## src/sv/mfpr_pkg.sv

```systemverilog
// Shared constants, types and helpers for the framebuffer page rotator.
`timescale 1ns / 1ps
package mfpr_pkg;

   // Panel geometry
   localparam int COLUMNS     = 128;
   localparam int PANEL_ROWS  = 32;
   localparam int RAM_ROWS    = 64;

   localparam int ROW_BYTES   = COLUMNS / 8;
   localparam int PANEL_PAGES = PANEL_ROWS / 8;
   localparam int RAM_PAGES   = RAM_ROWS / 8;
   localparam int DATA_BYTES  = COLUMNS * RAM_PAGES;
   localparam int CMD_BYTES   = 3;

   localparam int ROW_BITS    = $clog2(ROW_BYTES);
   localparam int PAGE_BITS   = $clog2(PANEL_PAGES);
   localparam int RPAGE_BITS  = $clog2(RAM_PAGES);
   localparam int COL_BITS    = $clog2(COLUMNS);
   localparam int ADDR_W      = PAGE_BITS + ROW_BITS;
   localparam int ENTRIES     = PANEL_PAGES * ROW_BYTES;
   localparam int WORD_W      = 64;
   localparam int POS_W       = $clog2(DATA_BYTES + CMD_BYTES + 1);
   localparam int DATA_W      = $clog2(DATA_BYTES);

   // Field widths
   localparam int INDEX_W     = 9;
   localparam int PIX_W       = 8;
   localparam int REQ_DATA_W  = 24;

   // Request codes
   localparam logic [1:0] REQ_STORE = 2'd0;
   localparam logic [1:0] REQ_START = 2'd1;
   localparam logic [1:0] REQ_TICK  = 2'd2;

   // Flush preamble bytes
   localparam logic [7:0] CMD_BYTE0 = 8'h04;
   localparam logic [7:0] CMD_BYTE1 = 8'h10;
   localparam logic [7:0] CMD_BYTE2 = 8'h40;

   typedef struct packed {
      logic store_rd;
      logic store_wr;
      logic start;
      logic tick_rd;
      logic emit;
   } cmd_type;

   typedef struct packed {
      logic flushing;
      logic out_valid;
   } status_type;

   function automatic logic [7:0] flush_cmd(input logic [1:0] sel);
      logic [7:0] b;
      case (sel)
         2'd0:    b = CMD_BYTE0;
         2'd1:    b = CMD_BYTE1;
         default: b = CMD_BYTE2;
      endcase
      return b;
   endfunction

endpackage

```

## src/sv/mfpr_ctrl.sv

```systemverilog
// Sequencer for store, flush start and flush tick requests.
`timescale 1ns / 1ps
module mfpr_ctrl (
   input  logic                 clock,
   input  logic                 reset,
   input  logic                 req_tvalid,
   output logic                 req_tready,
   input  logic [1:0]           req_tuser,
   input  logic                 rsp_tready,
   input  mfpr_pkg::status_type status,
   output mfpr_pkg::cmd_type    cmd
);
   import mfpr_pkg::*;

   typedef enum logic [2:0] {
      ST_IDLE  = 3'b001,
      ST_STORE = 3'b010,
      ST_EMIT  = 3'b100
   } state_type;

   state_type state_ff, state_in;

   always_comb begin
      state_in   = state_ff;
      req_tready = 1'b0;
      cmd        = '0;
      unique case (state_ff)
         ST_IDLE: begin
            req_tready = 1'b1;
            if (req_tvalid) begin
               case (req_tuser)
                  REQ_STORE: begin
                     cmd.store_rd = 1'b1;
                     state_in     = ST_STORE;
                  end
                  REQ_START: cmd.start = 1'b1;
                  REQ_TICK: begin
                     if (status.flushing) begin
                        cmd.tick_rd = 1'b1;
                        state_in    = ST_EMIT;
                     end
                  end
                  default: ;
               endcase
            end
         end
         ST_STORE: begin
            cmd.store_wr = 1'b1;
            state_in     = ST_IDLE;
         end
         ST_EMIT: begin
            // wait until the output register is free or being drained
            if (!status.out_valid || rsp_tready) begin
               cmd.emit = 1'b1;
               state_in = ST_IDLE;
            end
         end
         default: state_in = ST_IDLE;
      endcase
   end

   always_ff @(posedge clock) begin
      if (reset) begin
         state_ff <= ST_IDLE;
      end else begin
         state_ff <= state_in;
      end
   end

endmodule

```

## config.mk

```make
export PLATFORM = sky130hd
export DESIGN_NAME = mfpr_ctrl
export DESIGN_NICKNAME = d
export VERILOG_FILES = /design/src/sv/mfpr_pkg.sv /design/src/sv/mfpr_ctrl.sv
export SDC_FILE = /design/constraint.sdc
export NUM_CORES = 1
export LEC_CHECK = 0
export BUFFER_PORTS_ARGS = -buffer_cell sky130_fd_sc_hd__buf_2
export CAP_MARGIN = 40
export CORE_AREA = 2 2 39 41
export DETAILED_ROUTE_END_ITERATION = 10
export DIE_AREA = 0 0 41 43
export GPL_TIMING_DRIVEN = 0
export SKIP_CTS_REPAIR_TIMING = 1
export SLEW_MARGIN = 0
export SYNTH_ARGS = -nofsm -noshare
export SYNTH_HDL_FRONTEND = slang
export SYNTH_SLANG_ARGS = --single-unit
```

## constraint.sdc

```tcl
create_clock -name clock -period 3.3 [get_ports clock]
set_input_delay 0.165 -clock clock [delete_from_list [all_inputs] [get_ports clock]]
set_output_delay 0.165 -clock clock [all_outputs]
set_load 0.02 [all_outputs]
```

==> results.md, run 1 <==
* Status: complete, no violations
* Worst path required time at 3.13 ns
* Crit path max-delay family: simple AND/OR/NAND/NOR gates
* Initial Util at 0.144
* Drt initial violations at 4
* Mapped Area at 199 um2
* Worst skew pair latency at 0.24 ns
* Nets@finish at 52
* Ys flop type: dfxtp_1
* Die height at 43 um
* Die Wd at 41 um
* Die area at 1760 um2
* Placed cell area at 284 um2
* Crit-path max FO at 4
* First-pass GRT wire length at 641 um
* Setup crit end kind: output port
* # IOs at 14
* Number of global-route vias before repair at 184
* Largest Register: state_ff
* GRT Overall Usage at 0.0572
* WP data arrival at 1.33 ns
* CTS Buffer Depth at 2
* Total congestion overflow at 0
* WHS at 0.142 ns
* Final setup violation count at 0
* Cell chain of the critical path: or3b_1 -> and2b_2 -> buf_2
* CTS Buf Count at 3
* Min-Delay Startpoint: reset
* Sum of buffers and inverters on the critical path at 1
* Yosys reg bits at 3
* Mapped Cells at 26
* Synth top area share at 0.302
* Crit start category: flip-flop
* Final ANT Viol Nets at 0
* Syn nets at 34
* Initial antenna violation count at 0
* Peak VDD IR at 0.123 mV
* LEAKAGE at 0.151 nW
* CTS Root Cell: clkbuf_4
* Worst Skew at 0.00258 ns
* Synth Area in XOR/XNOR at 0
* Max-Cap Viols at 0
* DRT Wirelength at 475 um
* Vias at 239
* Ranking of synthesized cells by area: dfxtp_1 (30%), nand2b_1 (6.3%), nand2_1 (5.7%), nor2_1 (5.7%), nor3_1 (5.0%)
* Distinct cells, synth at 17
* Relative slew margins at 0.755
* Slowest stage delay, CP at 0.38 ns
* Synth area leader: dfxtp_1
* Fillers at 158
* Via density at 4.05
* Adder-cell share of the synthesized area at 0
* Yosys warning count at 0
* Complex-gate fraction of the synthesized area at 0.176
* Antenna cells at 0
* Pin count of the biggest net entering global routing at 7
* Final hold vios at 0
* Fin crit share at 0.454
* Clock sinks at 3
* Seq/Total Area, Yosys at 0.302
* Fraction of registers with async set/reset at 0
* Synth Area in Simple Gates at 0.484
* DRC at 0
* Top Registers: state_ff x3
* Worst-path clk slew at 0.04 ns
* Final Wtd Congestion at 0.710
* Multi-input logic area at 131 um2
* CP startpoint: state_ff[2]$_SDFFE_PP0P_
* H-tree level count at 1
* R2r startpoint: state_ff[2]$_SDFFE_PP0P_
* Share of post-route cells with drive strength above 1 at 0.419
* Port Buf Inserts at 13
* Number of synthesized flops with an enable pin at 0
* Pre-Repair DR Iteration Count at 4
* Slew Limit Fails at 0
* WL per Instance at 8.05 um
* Synth top cells by count: dfxtp_1 (3), nand2_1 (3), nor2_1 (3)
* Design area at 310 um2
* TritonCTS clock tree: built
* Cell Rows at 14
* Tightest Pin Transition at 0.363 ns
* Crit path kind: reg2out
* Max reg flops at 3
* HPWL after detailed placement at 381 um
* Total Power at 0.148 mW
* P per Cell Area at 478 nW/um2
* Slowest CP cell: or3b_1
* Largest family of logic cells by synthesized area: simple AND/OR/NAND/NOR gates
* Setup TNS Final at 0 ns
* Layout area overhead at 56.0%
* RSZ-0062 raised after global routing: no
* Mean Syn Cell Area at 7.65 um2
* Register area at 60.1 um2
* Post-route minimum period at 1.50 ns
* F_max at 667 MHz
* Post-synthesis mux area share at 0
* Worst min-delay path category: in2reg
* Non-Filler Instances at 59
* Placeable Area at 1380 um2
* Inst Count DP at 55
[cell families (layout without fill, tap and decap cells)]
group	after synthesis	count (layout)
simple gates	16	16
flops	3	3
buf+inv	2	19
compound gates	5	5
[layout make-up]
class                           count  area share
Multi-Input combinational cell     21       0.423
Timing Repair Buffer               13       0.210
Sequential cell                     3       0.194
Clock buffer                        4      0.0847
Tap cell                           16      0.0645
Inverter                            2      0.0242
[power breakdown]
| part | total, mW | internal, mW | switching [mW] |
|---|---|---|---|
| Combinational | 0.0386 | 0.0161 | 0.0225 |
| Sequential | 0.0438 | 0.0404 | 0.00348 |
| Clock | 0.0660 | 0.0454 | 0.0206 |
[routing by layer]
metal / vias to the layer above / global-route usage / routed length, um
met5: - / 0 / 0
met4: 0 / 0.0800 / 19
met3: 2 / 0.00524 / 48
met2: 16 / 0.0688 / 181
met1: 97 / 0.0705 / 226
li1: 124 / - / -
[metrics by stage]
| step | util | worst slack (ns) |
|---|---|---|
| floorplan | - | 2.02 |
| global placement | 0.205 | 2.06 |
| detailed placement | 0.205 | 2.06 |
| CTS | 0.224 | 1.80 |
| global route | 0.224 | 1.74 |
| finish | 0.224 | 1.80 |
[cells in the final DEF, fill, tap and decap left out]
| cell | n |
|---|---|
| and2b_2 | 1 |
| nor2_1 | 3 |
| nand2_1 | 3 |
| a2bb2oi_1 | 1 |
| nand2b_1 | 2 |
| or3b_1 | 1 |
| o21a_1 | 1 |
| clkbuf_1 | 1 |
| nand3b_1 | 1 |
| a21o_1 | 1 |
| o22ai_1 | 1 |
| nor3b_1 | 1 |
| nor3_1 | 2 |
| a21oi_1 | 1 |
| buf_2 | 13 |
| nor4b_1 | 1 |
| dfxtp_1 | 3 |
| clkbuf_4 | 3 |
| inv_1 | 2 |
| nor3_2 | 1 |
[worst register-to-register path, delay by kind of cell, from the launching register on]
family / cells / cell delay, ns
simple gates: 2 / 0.54
flops: 1 / 0.35
compound gates: 1 / 0.19
[final timing paths]
path | to | slack [ns] | cells past startpoint
max | cmd[0] | 1.80 | 3
min reg2reg | state_ff[2]$_SDFFE_PP0P_ | 0.49 | 1
max reg2reg | state_ff[2]$_SDFFE_PP0P_ | 2.14 | 3
min | state_ff[1]$_SDFFE_PP0P_ | 0.14 | 2
(Power assumes the default switching activity.)
==> inputs of run 2 (changes only) <==
--- a/config.mk
+++ b/config.mk
@@ -5,6 +5,7 @@
 export SDC_FILE = /design/constraint.sdc
 export NUM_CORES = 1
 export LEC_CHECK = 0
+export ABC_AREA = 1
 export BUFFER_PORTS_ARGS = -buffer_cell sky130_fd_sc_hd__buf_2
 export CAP_MARGIN = 40
 export CORE_AREA = 2 2 39 41
==> constraint.sdc (replaced) <==
create_clock -name clock -period 1.6 [get_ports clock]
set_input_delay 0.08 -clock clock [delete_from_list [all_inputs] [get_ports clock]]
set_output_delay 0.08 -clock clock [all_outputs]
set_load 0.02 [all_outputs]
==> results.md, run 2 <==
* Fraction of registers with async set/reset at 0 (unchanged)
* Max-Cap Viols at 0 (unchanged)
* Syn nets at 42 (was 34)
* Total congestion overflow at 0 (unchanged)
* Pre-Repair DR Iteration Count at 1 (was 4)
* GRT Overall Usage at 0.0712 (was 0.0572)
* Vias at 268 (was 239)
* Relative slew margins at 0.858 (was 0.755)
* H-tree level count at 1 (unchanged)
* Worst Skew at 0.000222 ns (was 0.00258 ns)
* Most common cell in the netlist: inv_1
* Placeable Area at 1380 um2 (unchanged)
* Cell Rows at 14 (unchanged)
* Clock sinks at 3 (unchanged)
* Initial antenna violation count at 0 (unchanged)
* Worst min-delay path category: in2reg (unchanged)
* Post-route minimum period at 1.27 ns
* DRT Wirelength at 526 um (was 475 um)
* Pin count of the biggest net entering global routing at 6 (was 7)
* Crit-path max FO at 5 (was 4)
* Most frequent cells in the layout: buf_2 (13), inv_1 (8), nand2_1 (6) (was buf_2 (13), nor2_1 (3), nand2_1 (3), clkbuf_4 (3), dfxtp_1 (3))
* Worst-path clk slew at 0.03 ns (was 0.04 ns)
* Worst skew pair latency at 0.23 ns (was 0.24 ns)
* Worst path required time at 1.52 ns (was 3.13 ns)
* LEAKAGE at 0.191 nW (was 0.151 nW)
* Most common cell after layout, fill and taps aside: buf_2 (unchanged)
* Cell chain of the critical path: nand3_2 -> nor2_1 -> nand3_1 -> inv_1 -> buf_2 (was or3b_1 -> and2b_2 -> buf_2)
* CTS Root Cell: clkbuf_4 (unchanged)
* Number of synthesized flops with an enable pin at 0 (unchanged)
* Synth top area share at 0.293 (was 0.302)
* Die height at 43 um (unchanged)
* WL per Instance at 7.85 um (was 8.05 um)
* Slowest CP cell: dfxtp_1 (was or3b_1)
* Max reg flops at 3 (unchanged)
* Yosys warning count at 0 (unchanged)
* Tightest Pin Transition at 0.211 ns (was 0.363 ns)
* Slowest stage delay, CP at 0.39 ns (was 0.38 ns)
* Complex-gate fraction of the synthesized area at 0.0488 (was 0.176)
* Seq/Total Area, Yosys at 0.293 (was 0.302)
* Final Wtd Congestion at 0.764 (was 0.710)
* Number of global-route vias before repair at 246 (was 184)
* Mapped Cells at 34 (was 26)
* Total Power at 0.289 mW (was 0.148 mW)
* Port Buf Inserts at 13 (unchanged)
* Post-synthesis mux area share at 0 (unchanged)
* TritonCTS clock tree: built (unchanged)
* DRC at 0 (unchanged)
* Layout area overhead at 54.3% (was 56.0%)
* Die Wd at 41 um (unchanged)
* # IOs at 14 (unchanged)
* Nets@finish at 60 (was 52)
* Antenna cells at 0 (unchanged)
* CTS Buffer Depth at 2 (unchanged)
* Setup crit end kind: output port (unchanged)
* Crit path kind: reg2out (unchanged)
* Setup TNS Final at 0 ns (unchanged)
* Drt initial violations at 0 (was 4)
* P per Cell Area at 913 nW/um2 (was 478 nW/um2)
* Peak VDD IR at 0.315 mV (was 0.123 mV)
* Top Registers: state_ff x3 (unchanged)
* Final ANT Viol Nets at 0 (unchanged)
* Synth area leader: dfxtp_1 (unchanged)
* Ys flop type: dfxtp_1 (unchanged)
* Share of post-route cells with drive strength above 1 at 0.373 (was 0.419)
* Mean Syn Cell Area at 6.04 um2 (was 7.65 um2)
* Status: complete, no violations (unchanged)
* Adder-cell share of the synthesized area at 0 (unchanged)
* WP data arrival at 1.19 ns (was 1.33 ns)
* Largest Register: state_ff (unchanged)
* Fin crit share at 0.793
* Synth Area in XOR/XNOR at 0 (unchanged)
* Via density at 4.00 (was 4.05)
* CTS Buf Count at 3 (unchanged)
* First-pass GRT wire length at 841 um (was 641 um)
* Yosys reg bits at 3 (unchanged)
* RSZ-0062 raised after global routing: no (unchanged)
* F_max at 788 MHz
* Mapped Area at 205 um2 (was 199 um2)
* WHS at 0.0430 ns (was 0.142 ns)
* Initial Util at 0.148 (was 0.144)
* Slew Limit Fails at 0 (unchanged)
* HPWL after detailed placement at 454 um (was 381 um)
* Largest family of logic cells by synthesized area: simple AND/OR/NAND/NOR gates (unchanged)
* Ranking of synthesized cells by area: dfxtp_1 (29%), inv_1 (15%), nand2_1 (11%), nand3_1 (9.8%), nor2_2 (6.1%) (was dfxtp_1 (30%), nand2b_1 (6.3%), nand2_1 (5.7%), nor2_1 (5.7%), nor3_1 (5.0%))
* Die area at 1760 um2 (unchanged)
* Distinct cells, synth at 12 (was 17)
* Synth top cells by count: inv_1 (8), nand2_1 (6), nand3_1 (4) (was dfxtp_1 (3), nand2_1 (3), nor2_1 (3))
* Final hold vios at 0 (unchanged)
* Synth Area in Simple Gates at 0.512 (was 0.484)
* Final setup violation count at 0 (unchanged)
* Crit start category: flip-flop (unchanged)
## run 2: final cells by class
class / count / area (um2)
clock buffer: 4 / 26.3
sequential: 3 / 60.1
inverter: 8 / 30.0
tap: 16 / 20.0
timing repair buffer: 13 / 65.1
fill: 167 / 1070
multi-input combinational: 23 / 115
## run 2: layer usage
| layer | global-route usage | share of wire | up-vias |
|---|---|---|---|
| li1 | - | - | 142 |
| met1 | 0.0705 | 0.40 | 121 |
| met2 | 0.116 | 0.53 | 5 |
| met3 | 0.0471 | 0.068 | 0 |
| met4 | 0.0200 | 0 | 0 |
| met5 | 0 | 0 | - |
## run 2: worst max-delay path, delay by kind of cell (launching register included)
family                 cells  cell delay (ns)
buffers and inverters      2             0.22
DFF                        1             0.39
and+or+nand+nor            3             0.35
## run 2: worst paths after layout
path | slack, ns | cells after the start | start | to
worst min-delay path | 0.04 | 2 | reset | state_ff[2]$_SDFFE_PP0P_
worst min register to register | 0.52 | 2 | state_ff[0]$_SDFFE_PP1P_ | state_ff[0]$_SDFFE_PP1P_
worst max register to register | 0.61 | 4 | state_ff[0]$_SDFFE_PP1P_ | state_ff[0]$_SDFFE_PP1P_
worst max-delay path | 0.33 | 5 | state_ff[0]$_SDFFE_PP1P_ | cmd[1]
## run 2: power by group
part           switching (mW)  internal, mW  leakage (nW)
Sequential            0.00627        0.0808        0.0245
Combinational          0.0455        0.0285         0.151
Clock                  0.0347        0.0932        0.0150
Total                  0.0864         0.202         0.191
## run 2: cell families (layout without fill, tap and decap cells)
logic type,after synthesis,in the layout
DFF,3,3
buffers and inverters,8,25
AOI/OAI and AO/OA,2,2
and+or+nand+nor,21,21
## run 2: stage by stage
stage	setup slack, ns	util	instance area (um2)	cells
after floorplan	0.560	-	205	34
after global placement	0.574	0.210	290	63
after detailed placement	0.567	0.210	290	63
after CTS	0.325	0.229	317	67
after global routing	0.221	0.229	317	67
final	0.332	0.229	317	67
